**src/rtl/core/spdpid_pkg.sv**
```systemverilog
// shared types and constants for the speed pid unit
`timescale 1ns / 1ps
package spdpid_pkg;

  // configuration register indexes
  localparam logic [2:0] REG_PPR    = 3'd0;
  localparam logic [2:0] REG_GAIN_P = 3'd1;
  localparam logic [2:0] REG_GAIN_I = 3'd2;
  localparam logic [2:0] REG_GAIN_D = 3'd3;
  localparam logic [2:0] REG_ICLAMP = 3'd4;
  localparam logic [2:0] REG_STEP   = 3'd5;

  localparam int CountsPerPulse = 4;
  localparam int RpmScale       = 6000;
  localparam int PidScale       = 25600;

  // serial divider and multiplier widths
  localparam int SpdW   = 36;  // |count_delta| * 6000
  localparam int DenW   = 18;  // pulses_per_rev * counts per pulse
  localparam int PwRemW = 23;  // positive pid sum below the 255 cap
  localparam int GainW  = 16;

  // sequencer states, one-hot
  typedef enum logic [8:0] {
    ST_IDLE  = 9'b0_0000_0001,
    ST_SPDIV = 9'b0_0000_0010,
    ST_SPEED = 9'b0_0000_0100,
    ST_ERR   = 9'b0_0000_1000,
    ST_MULP  = 9'b0_0001_0000,
    ST_MULI  = 9'b0_0010_0000,
    ST_MULD  = 9'b0_0100_0000,
    ST_PWDIV = 9'b0_1000_0000,
    ST_OUT   = 9'b1_0000_0000
  } state_t;

endpackage

```
**src/rtl/core/speed_pid_with_rate_limit_unit.sv**
```systemverilog
// speed pid controller with pwm slew limit, top level
`timescale 1ns / 1ps
// One encoder window in, one word out. The speed is count*6000/(ppr*4),
// truncated and saturated; the pid runs on setpoint minus |speed| with Q8.8
// gains, clamped integral, output clamped to 0..255 and slew limited. The
// divisions and gain products are bit-serial: one quotient bit or one gain bit
// per cycle. A pid item runs the speed division, saturation, error and
// integral, the three gain products, a check of the sum and the divide by
// 25600 (skipped when the sum is not positive or over the cap), then loads
// the output word. A loop-held item skips the pid after saturation. The next
// item is taken only once the output word is loaded. A new item is taken
// while the previous result waits; the unit only stalls in its output state
// while an older word is still unread. Register writes are taken only while
// the unit is idle.
module speed_pid_with_rate_limit_unit import spdpid_pkg::*; (
  input  logic        clk,
  input  logic        rst_n,
  input  logic        in_tvalid,
  output logic        in_tready,
  input  logic [47:0] in_tdata,   // count_delta[23:0], target_rpm_x10[39:24], present_pwm[47:40]
  input  logic        in_tuser,   // loop_enable
  output logic        out_tvalid,
  input  logic        out_tready,
  output logic [39:0] out_tdata,  // speed_rpm_x10[31:0], drive_pwm[39:32]
  output logic        out_tuser,  // drive_updated
  input  logic        cfg_valid,
  output logic        cfg_ready,
  input  logic [2:0]  cfg_index,
  input  logic [15:0] cfg_data
);

  logic [15:0] ppr_r, iclamp_r;
  logic signed [15:0] gp_r, gi_r, gd_r;
  logic [7:0]  step_r;
  logic signed [31:0] integ_r, lerr_r;

  state_t state_r;
  logic [5:0] cnt_r;

  // captured item
  logic [15:0] tgt_r;
  logic        run_r;
  logic [7:0]  pres_r;
  logic        neg_r;

  // speed divide: dividend shifts out as the quotient shifts in
  logic [SpdW-1:0] quo_r;
  logic [DenW-1:0] rem_r;
  logic [31:0]     speed_r;
  logic [32:0]     spd_mag_r;

  // gain products, accumulated straight into the sum
  logic signed [33:0] diff_r;
  logic signed [63:0] mcand_r, sum_r;
  logic [GainW-1:0]   mplier_r;

  // output divide by 25600
  logic [PwRemW-1:0] pw_rem_r;
  logic [PwRemW-2:0] pw_div_r;
  logic [7:0]        want_r;

  logic [31:0] res_speed_r;
  logic [7:0]  res_pwm_r;
  logic        res_upd_r, out_valid_r;

  // helper terms
  logic [15:0] ppr_eff;
  logic [DenW-1:0] den;
  logic [23:0] cnt_mag;
  logic [SpdW-1:0] num_mag;
  logic [DenW:0] rem_sh, rem_sub;
  logic spd_over;
  logic [31:0] spd_sat;
  logic [32:0] mag_sat;
  logic signed [32:0] err_full;
  logic signed [33:0] acc_full, lim_s, clamped, diff_full;
  logic signed [63:0] term;
  logic pw_ge;
  logic signed [9:0] delta, stp;
  logic [7:0] slew_pwm;
  logic out_load;

  assign cfg_ready  = (state_r == ST_IDLE);
  assign in_tready  = (state_r == ST_IDLE) && !cfg_valid;
  assign out_tvalid = out_valid_r;
  assign out_tdata  = {res_pwm_r, res_speed_r};
  assign out_tuser  = res_upd_r;
  assign out_load   = (state_r == ST_OUT) && (!out_valid_r || out_tready);

  always_comb begin
    // speed numerator and divider step
    ppr_eff = (ppr_r == 16'd0) ? 16'd1 : ppr_r;
    den     = DenW'(ppr_eff) * DenW'(CountsPerPulse);
    cnt_mag = in_tdata[23] ? (~in_tdata[23:0] + 24'd1) : in_tdata[23:0];
    num_mag = SpdW'(cnt_mag) * SpdW'(RpmScale);
    rem_sh  = {rem_r, quo_r[SpdW-1]};
    rem_sub = rem_sh - {1'b0, den};
    // saturate the signed speed to 32 bits
    spd_over = neg_r ? ((|quo_r[SpdW-1:32]) || (quo_r[31] && (|quo_r[30:0])))
                     : (|quo_r[SpdW-1:31]);
    if (spd_over) begin
      spd_sat = neg_r ? 32'h8000_0000 : 32'h7FFF_FFFF;
      mag_sat = neg_r ? 33'h0_8000_0000 : 33'h0_7FFF_FFFF;
    end else begin
      spd_sat = neg_r ? (~quo_r[31:0] + 32'd1) : quo_r[31:0];
      mag_sat = {1'b0, quo_r[31:0]};
    end
    // error, clamped integral and difference
    err_full  = $signed({17'd0, tgt_r}) - $signed(spd_mag_r);
    acc_full  = 34'(integ_r) + 34'(err_full);
    lim_s     = $signed({18'd0, iclamp_r}) * 34'sd100;
    clamped   = (acc_full > lim_s) ? lim_s : ((acc_full < -lim_s) ? -lim_s : acc_full);
    diff_full = 34'(err_full) - 34'(lerr_r);
    // gain sign bit carries negative weight
    term  = (cnt_r == 6'(GainW - 1)) ? -mcand_r : mcand_r;
    pw_ge = ({1'b0, pw_div_r} <= pw_rem_r);
    // slew limit around the present duty
    delta = $signed({2'b00, want_r}) - $signed({2'b00, pres_r});
    stp   = $signed({2'b00, step_r});
    if (delta > stp) begin
      slew_pwm = pres_r + step_r;
    end else if (delta < -stp) begin
      slew_pwm = pres_r - step_r;
    end else begin
      slew_pwm = want_r;
    end
  end

  always_ff @(posedge clk) begin
    if (!rst_n) begin
      ppr_r <= 16'd14; gp_r <= '0; gi_r <= '0; gd_r <= '0;
      iclamp_r <= 16'd255; step_r <= 8'd10;
      integ_r <= '0; lerr_r <= '0;
      state_r <= ST_IDLE; cnt_r <= '0;
    end else begin
      // register writes
      if (cfg_valid && cfg_ready) begin
        case (cfg_index)
          REG_PPR:    ppr_r    <= cfg_data;
          REG_GAIN_P: gp_r     <= cfg_data;
          REG_GAIN_I: gi_r     <= cfg_data;
          REG_GAIN_D: gd_r     <= cfg_data;
          REG_ICLAMP: iclamp_r <= cfg_data;
          REG_STEP:   step_r   <= cfg_data[7:0];
          default: ;
        endcase
      end

      case (state_r)
        ST_IDLE: begin
          if (in_tvalid && in_tready) begin
            tgt_r   <= in_tdata[39:24];
            pres_r  <= in_tdata[47:40];
            run_r   <= in_tuser && (in_tdata[39:24] != 16'd0);
            neg_r   <= in_tdata[23];
            quo_r   <= num_mag;
            rem_r   <= '0;
            cnt_r   <= '0;
            state_r <= ST_SPDIV;
          end
        end
        ST_SPDIV: begin
          // restoring divide, one quotient bit per cycle
          if (rem_sub[DenW]) begin
            rem_r <= rem_sh[DenW-1:0];
            quo_r <= {quo_r[SpdW-2:0], 1'b0};
          end else begin
            rem_r <= rem_sub[DenW-1:0];
            quo_r <= {quo_r[SpdW-2:0], 1'b1};
          end
          cnt_r <= cnt_r + 6'd1;
          if (cnt_r == 6'(SpdW - 1)) state_r <= ST_SPEED;
        end
        ST_SPEED: begin
          speed_r   <= spd_sat;
          spd_mag_r <= mag_sat;
          if (!run_r) begin
            // loop held: clear the loop state
            integ_r <= '0; lerr_r <= '0;
            state_r <= ST_OUT;
          end else begin
            state_r <= ST_ERR;
          end
        end
        ST_ERR: begin
          integ_r  <= clamped[31:0];
          lerr_r   <= err_full[31:0];
          diff_r   <= diff_full;
          // p term: gain_p * err * 10
          mcand_r  <= 64'(err_full) * 64'sd10;
          mplier_r <= gp_r;
          sum_r    <= '0;
          cnt_r    <= '0;
          state_r  <= ST_MULP;
        end
        ST_MULP, ST_MULI, ST_MULD: begin
          // signed gain times operand, one gain bit per cycle
          if (mplier_r[0]) sum_r <= sum_r + term;
          if (cnt_r != 6'(GainW - 1)) begin
            mplier_r <= mplier_r >> 1;
            mcand_r  <= mcand_r <<< 1;
            cnt_r    <= cnt_r + 6'd1;
          end else begin
            cnt_r <= '0;
            if (state_r == ST_MULP) begin
              mcand_r  <= 64'(integ_r);
              mplier_r <= gi_r;
              state_r  <= ST_MULI;
            end else if (state_r == ST_MULI) begin
              mcand_r  <= 64'(diff_r) * 64'sd100;
              mplier_r <= gd_r;
              state_r  <= ST_MULD;
            end else begin
              state_r <= ST_PWDIV;
            end
          end
        end
        ST_PWDIV: begin
          if (cnt_r == 6'd0) begin
            // non-positive sum gives 0, a sum at or past the cap gives 255
            if (sum_r <= 64'sd0) begin
              want_r  <= 8'd0;
              state_r <= ST_OUT;
            end else if (sum_r >= 64'(PidScale * 256)) begin
              want_r  <= 8'd255;
              state_r <= ST_OUT;
            end else begin
              pw_rem_r <= sum_r[PwRemW-1:0];
              pw_div_r <= (PwRemW-1)'(PidScale * 128);
              want_r   <= 8'd0;
              cnt_r    <= 6'd1;
            end
          end else begin
            // eight quotient bits, divisor shifts down
            if (pw_ge) pw_rem_r <= pw_rem_r - {1'b0, pw_div_r};
            want_r   <= {want_r[6:0], pw_ge};
            pw_div_r <= pw_div_r >> 1;
            cnt_r    <= cnt_r + 6'd1;
            if (cnt_r == 6'd8) state_r <= ST_OUT;
          end
        end
        ST_OUT: begin
          if (out_load) begin
            res_speed_r <= speed_r;
            res_pwm_r   <= run_r ? slew_pwm : pres_r;
            res_upd_r   <= run_r;
            state_r     <= ST_IDLE;
          end
        end
        default: state_r <= ST_IDLE;
      endcase
    end
  end

  // output word valid flag
  always_ff @(posedge clk) begin
    if (!rst_n) begin
      out_valid_r <= 1'b0;
    end else if (out_load) begin
      out_valid_r <= 1'b1;
    end else if (out_tready) begin
      out_valid_r <= 1'b0;
    end
  end

endmodule
```
**config.mk**
```make
export PLATFORM = sky130hd
export DESIGN_NAME = speed_pid_with_rate_limit_unit
export DESIGN_NICKNAME = d
export VERILOG_FILES = /design/src/rtl/core/spdpid_pkg.sv /design/src/rtl/core/speed_pid_with_rate_limit_unit.sv
export SDC_FILE = /design/constraint.sdc
export NUM_CORES = 2
export LEC_CHECK = 0
export ABC_CLOCK_PERIOD_IN_PS = 13900
export BUFFER_PORTS_ARGS = -buffer_cell sky130_fd_sc_hd__clkbuf_2
export CORE_ASPECT_RATIO = 1.1
export CORE_MARGIN = 5
export CORE_UTILIZATION = 45
export CTS_CLUSTER_DIAMETER = 200
export DETAILED_ROUTE_END_ITERATION = 8
export PLACE_DENSITY_LB_ADDON = 0.1
export RECOVER_POWER = 25
export SLEW_MARGIN = 40
export SYNTH_ARGS = -nofsm -noshare
export SYNTH_HDL_FRONTEND = slang
export SYNTH_SLANG_ARGS = --single-unit
```
**constraint.sdc**
```tcl
create_clock -name clk -period 13.9 [get_ports clk]
set_input_delay 4.17 -clock clk [delete_from_list [all_inputs] [get_ports clk]]
set_output_delay 4.17 -clock clk [all_outputs]
set_load 0.005 [all_outputs]
```
==> run metrics <==
status finished with violations; failing checks max-capacitance violations, max-slew violations; first-pass GRT wire length 207000 um; Tightest Hold Check Type reg -> reg; min Tclk post-route between 10 and 15 ns; via count 38.9k; Post-Syn Area per Cell 8.95 um^2; Area growth syn-to-layout 9.19%; critical path class in -> reg; Area after DPL 51700 um^2; Pleak 23.2 nW; Final nets 6422; Die X 326 um; largest area contributor in the netlist edfxtp_1; skew final 0.0250 ns; Initial Util between 40% and 50%; post-CTS sizing 0; initial antenna violation count 2; Power Density 139 nW/um^2; achievable clock frequency 86.3 MHz; largest net degree at the start of global routing 69; fin area between 50000 and 60000 um^2; # Max-Cap Violations 13; GRT Total Usage 21.8%; register area share after synthesis 32.1%; placed cells slightly below 7k; Peak VDD IR 0.103 mV; Final Power about 7.5 mW; Synth Instances 5519; clk sink count 583; min setup slack post-route 2.32 ns; largest cells by area after synthesis edfxtp_1, ha_1, dfxtp_1, fa_1, inv_1; Buf/Inv on CP 5; Vias/cell 5.50; Yosys top cell area share 25.2%; Num CTS Buffers 72; most frequent cell after synthesis inv_1; CP required 14.21 ns; GRT overflow 0; max-slew violation count between 500 and 600; Avg WL per Cell 18.2 um; Clock H-tree levels 3; Post-DRT Antenna Nets 0; Final setup viols 0; ys async rst share 0%; Synth Area in Simple Gates between 10% and 20%; mapped cell area about 49000 um^2; most used cell, CP inv_1; number of enable flip-flop cells after synthesis a little over 400; Setup crit end kind flip-flop; die area 116000 um^2; period utilization 83.3%; Final Core Density 49.5%; multiplexer area fraction after synthesis 0.821%; vias in the first global route between 30k and 40k; DP Wirelength 99200 um; WP data arrival 11.89 ns; Yosys cell types 95; final wirelength 129000 um; Post-CTS Hold Fix Bufs 0; root buf cell clkbuf_16; DR iter-0 viols 2109; Clk Latency, worst-skew pair about 0.64 ns; delay-heaviest family, CP compound AO/OA/AOI/OAI gates; RSZ-0062 raised after global routing false; DRC Markers 0; io pins roughly 120; Worst setup SP type primary input; register bit total from synthesis 583; Slew HR -157%; largest family of logic cells by synthesized area adder cells; setup TNS 0 ns; hold_ws 0.417 ns; Max clock buf depth 3; routability congestion estimate 0.875; CTS tree yes; worst-margin pin slew 3.86 ns; Synth Area in XOR/XNOR 6.65%; CP Max Fanout 25; Synth Area in Compound Gates 17.8%; Mapped Nets 6343; slowest stage cell, crit path clkbuf_1; Synth Area in Adders 21.5%; DP Worst Slack 1.82 ns; Final Non-Filler Cells 7075; Max stage delay on crit path 0.70 ns; YS warnings 0; PortBufs between 100 and 150; synth cell count leaders inv_1, ha_1, nand2_1; Core Area around 110000 um^2; final-report hold violation count 0; Initial DRT Pass Iterations 6; Die Ht 357 um; top_reg_cell synth edfxtp_1; FP Rows 127; Fill cells about 11k; Post-CTS Setup Inserts 0; share of cells above drive strength 1 roughly 6%; Reg clk slew, reported paths around 0.060 ns
==> cell usage in the layout (no fill, tap or decap), drive strengths merged, types with 26 or more instances in the layout <==
cell type / Yosys / final
a211oi: 28 / 28
a21boi: 27 / 27
a21o: 144 / 144
a21oi: 420 / 420
a22oi: 26 / 26
a31oi: 36 / 36
and2: 30 / 30
and3: 35 / 35
buf: 34 / 50
clkbuf: 142 / 218
clkinv: 1 / 28
dfxtp: 168 / 168
edfxtp: 415 / 415
fa: 160 / 160
ha: 591 / 591
inv: 645 / 650
mux2i: 36 / 36
nand2: 562 / 562
nand2b: 70 / 70
nand3: 85 / 85
nand4: 44 / 44
nor2: 413 / 413
nor2b: 62 / 62
nor3: 94 / 94
nor4: 47 / 47
o211ai: 62 / 62
o21a: 57 / 57
o21ai: 306 / 306
o21bai: 39 / 39
o311ai: 34 / 34
o31ai: 40 / 40
or3: 43 / 43
xnor2: 237 / 237
xor2: 138 / 138
==> state kept, by name (all words and copies together), names as in the netlist, 18 cells and up <==
register     flops
quo_r           36
spd_mag_r       31
rem_r           18
res_speed_r     32
sum_r           64
lerr_r          32
diff_r          34
pw_div_r        22
mcand_r         64
integ_r         32
speed_r         32
pw_rem_r        23
==> metal layers <==
metal | global-route usage (%) | routed length (um) | vias to the layer above
met2 | 39.6 | 64000 | 538
met5 | 0 | 0 | -
met3 | 2.28 | 3930 | 127
li1 | - | - | 19600
met1 | 28.0 | 58300 | 18700
met4 | 5.16 | 2750 | 0
==> area by class of cell <==
class | instances | area [um^2] | area share, %
repair buffers | 181 | 1000 | 1.85
clock buffers | 87 | 1910 | 3.54
clock inverters | 43 | 399 | 0.740
inverters | 646 | 2430 | 4.50
flip-flops and latches | 583 | 15800 | 29.4
diodes | 2 | 5.00 | 0.00928
well taps | 1419 | 1780 | 3.29
multi-input cells | 4114 | 30600 | 56.7
==> cell families after synthesis <==
kind of cell    Yosys count
compound gates         1381
flops                   583
mux                      40
buf+inv                 822
fa+ha+maj               752
simple gates           1566
xor+xnor                375
==> worst reg2reg max path, delay by kind of cell (launching register included) <==
family	cells	cell delay (ns)
flip-flops	1	0.46
AO/OA/AOI/OAI	16	4.38
AND/OR/NAND/NOR	10	2.18
adder cells (fa/ha/maj)	4	1.31
buffers and inverters	1	0.29
XOR/XNOR	2	0.48
==> report_power, final <==
part	internal (mW)	switching (mW)
logic	1.43	1.97
clock network	1.06	0.807
registers	2.09	0.129
total	4.59	2.91
==> path summary, 6_finish.rpt <==
path / from / endpoint / slack [ns] / depth (start not counted)
max: in_tdata[23] / quo_r[34]$_DFFE_PP_ / 2.32 / 27
min: speed_r[31]$_DFFE_PP_ / res_speed_r[31]$_DFFE_PP_ / 0.42 / 0
max reg2reg: speed_r[0]$_DFFE_PP_ / integ_r[8]$_SDFFE_PN0P_ / 4.66 / 33
min reg2reg: speed_r[31]$_DFFE_PP_ / res_speed_r[31]$_DFFE_PP_ / 0.42 / 0
Power figures use the tool's default switching activity.
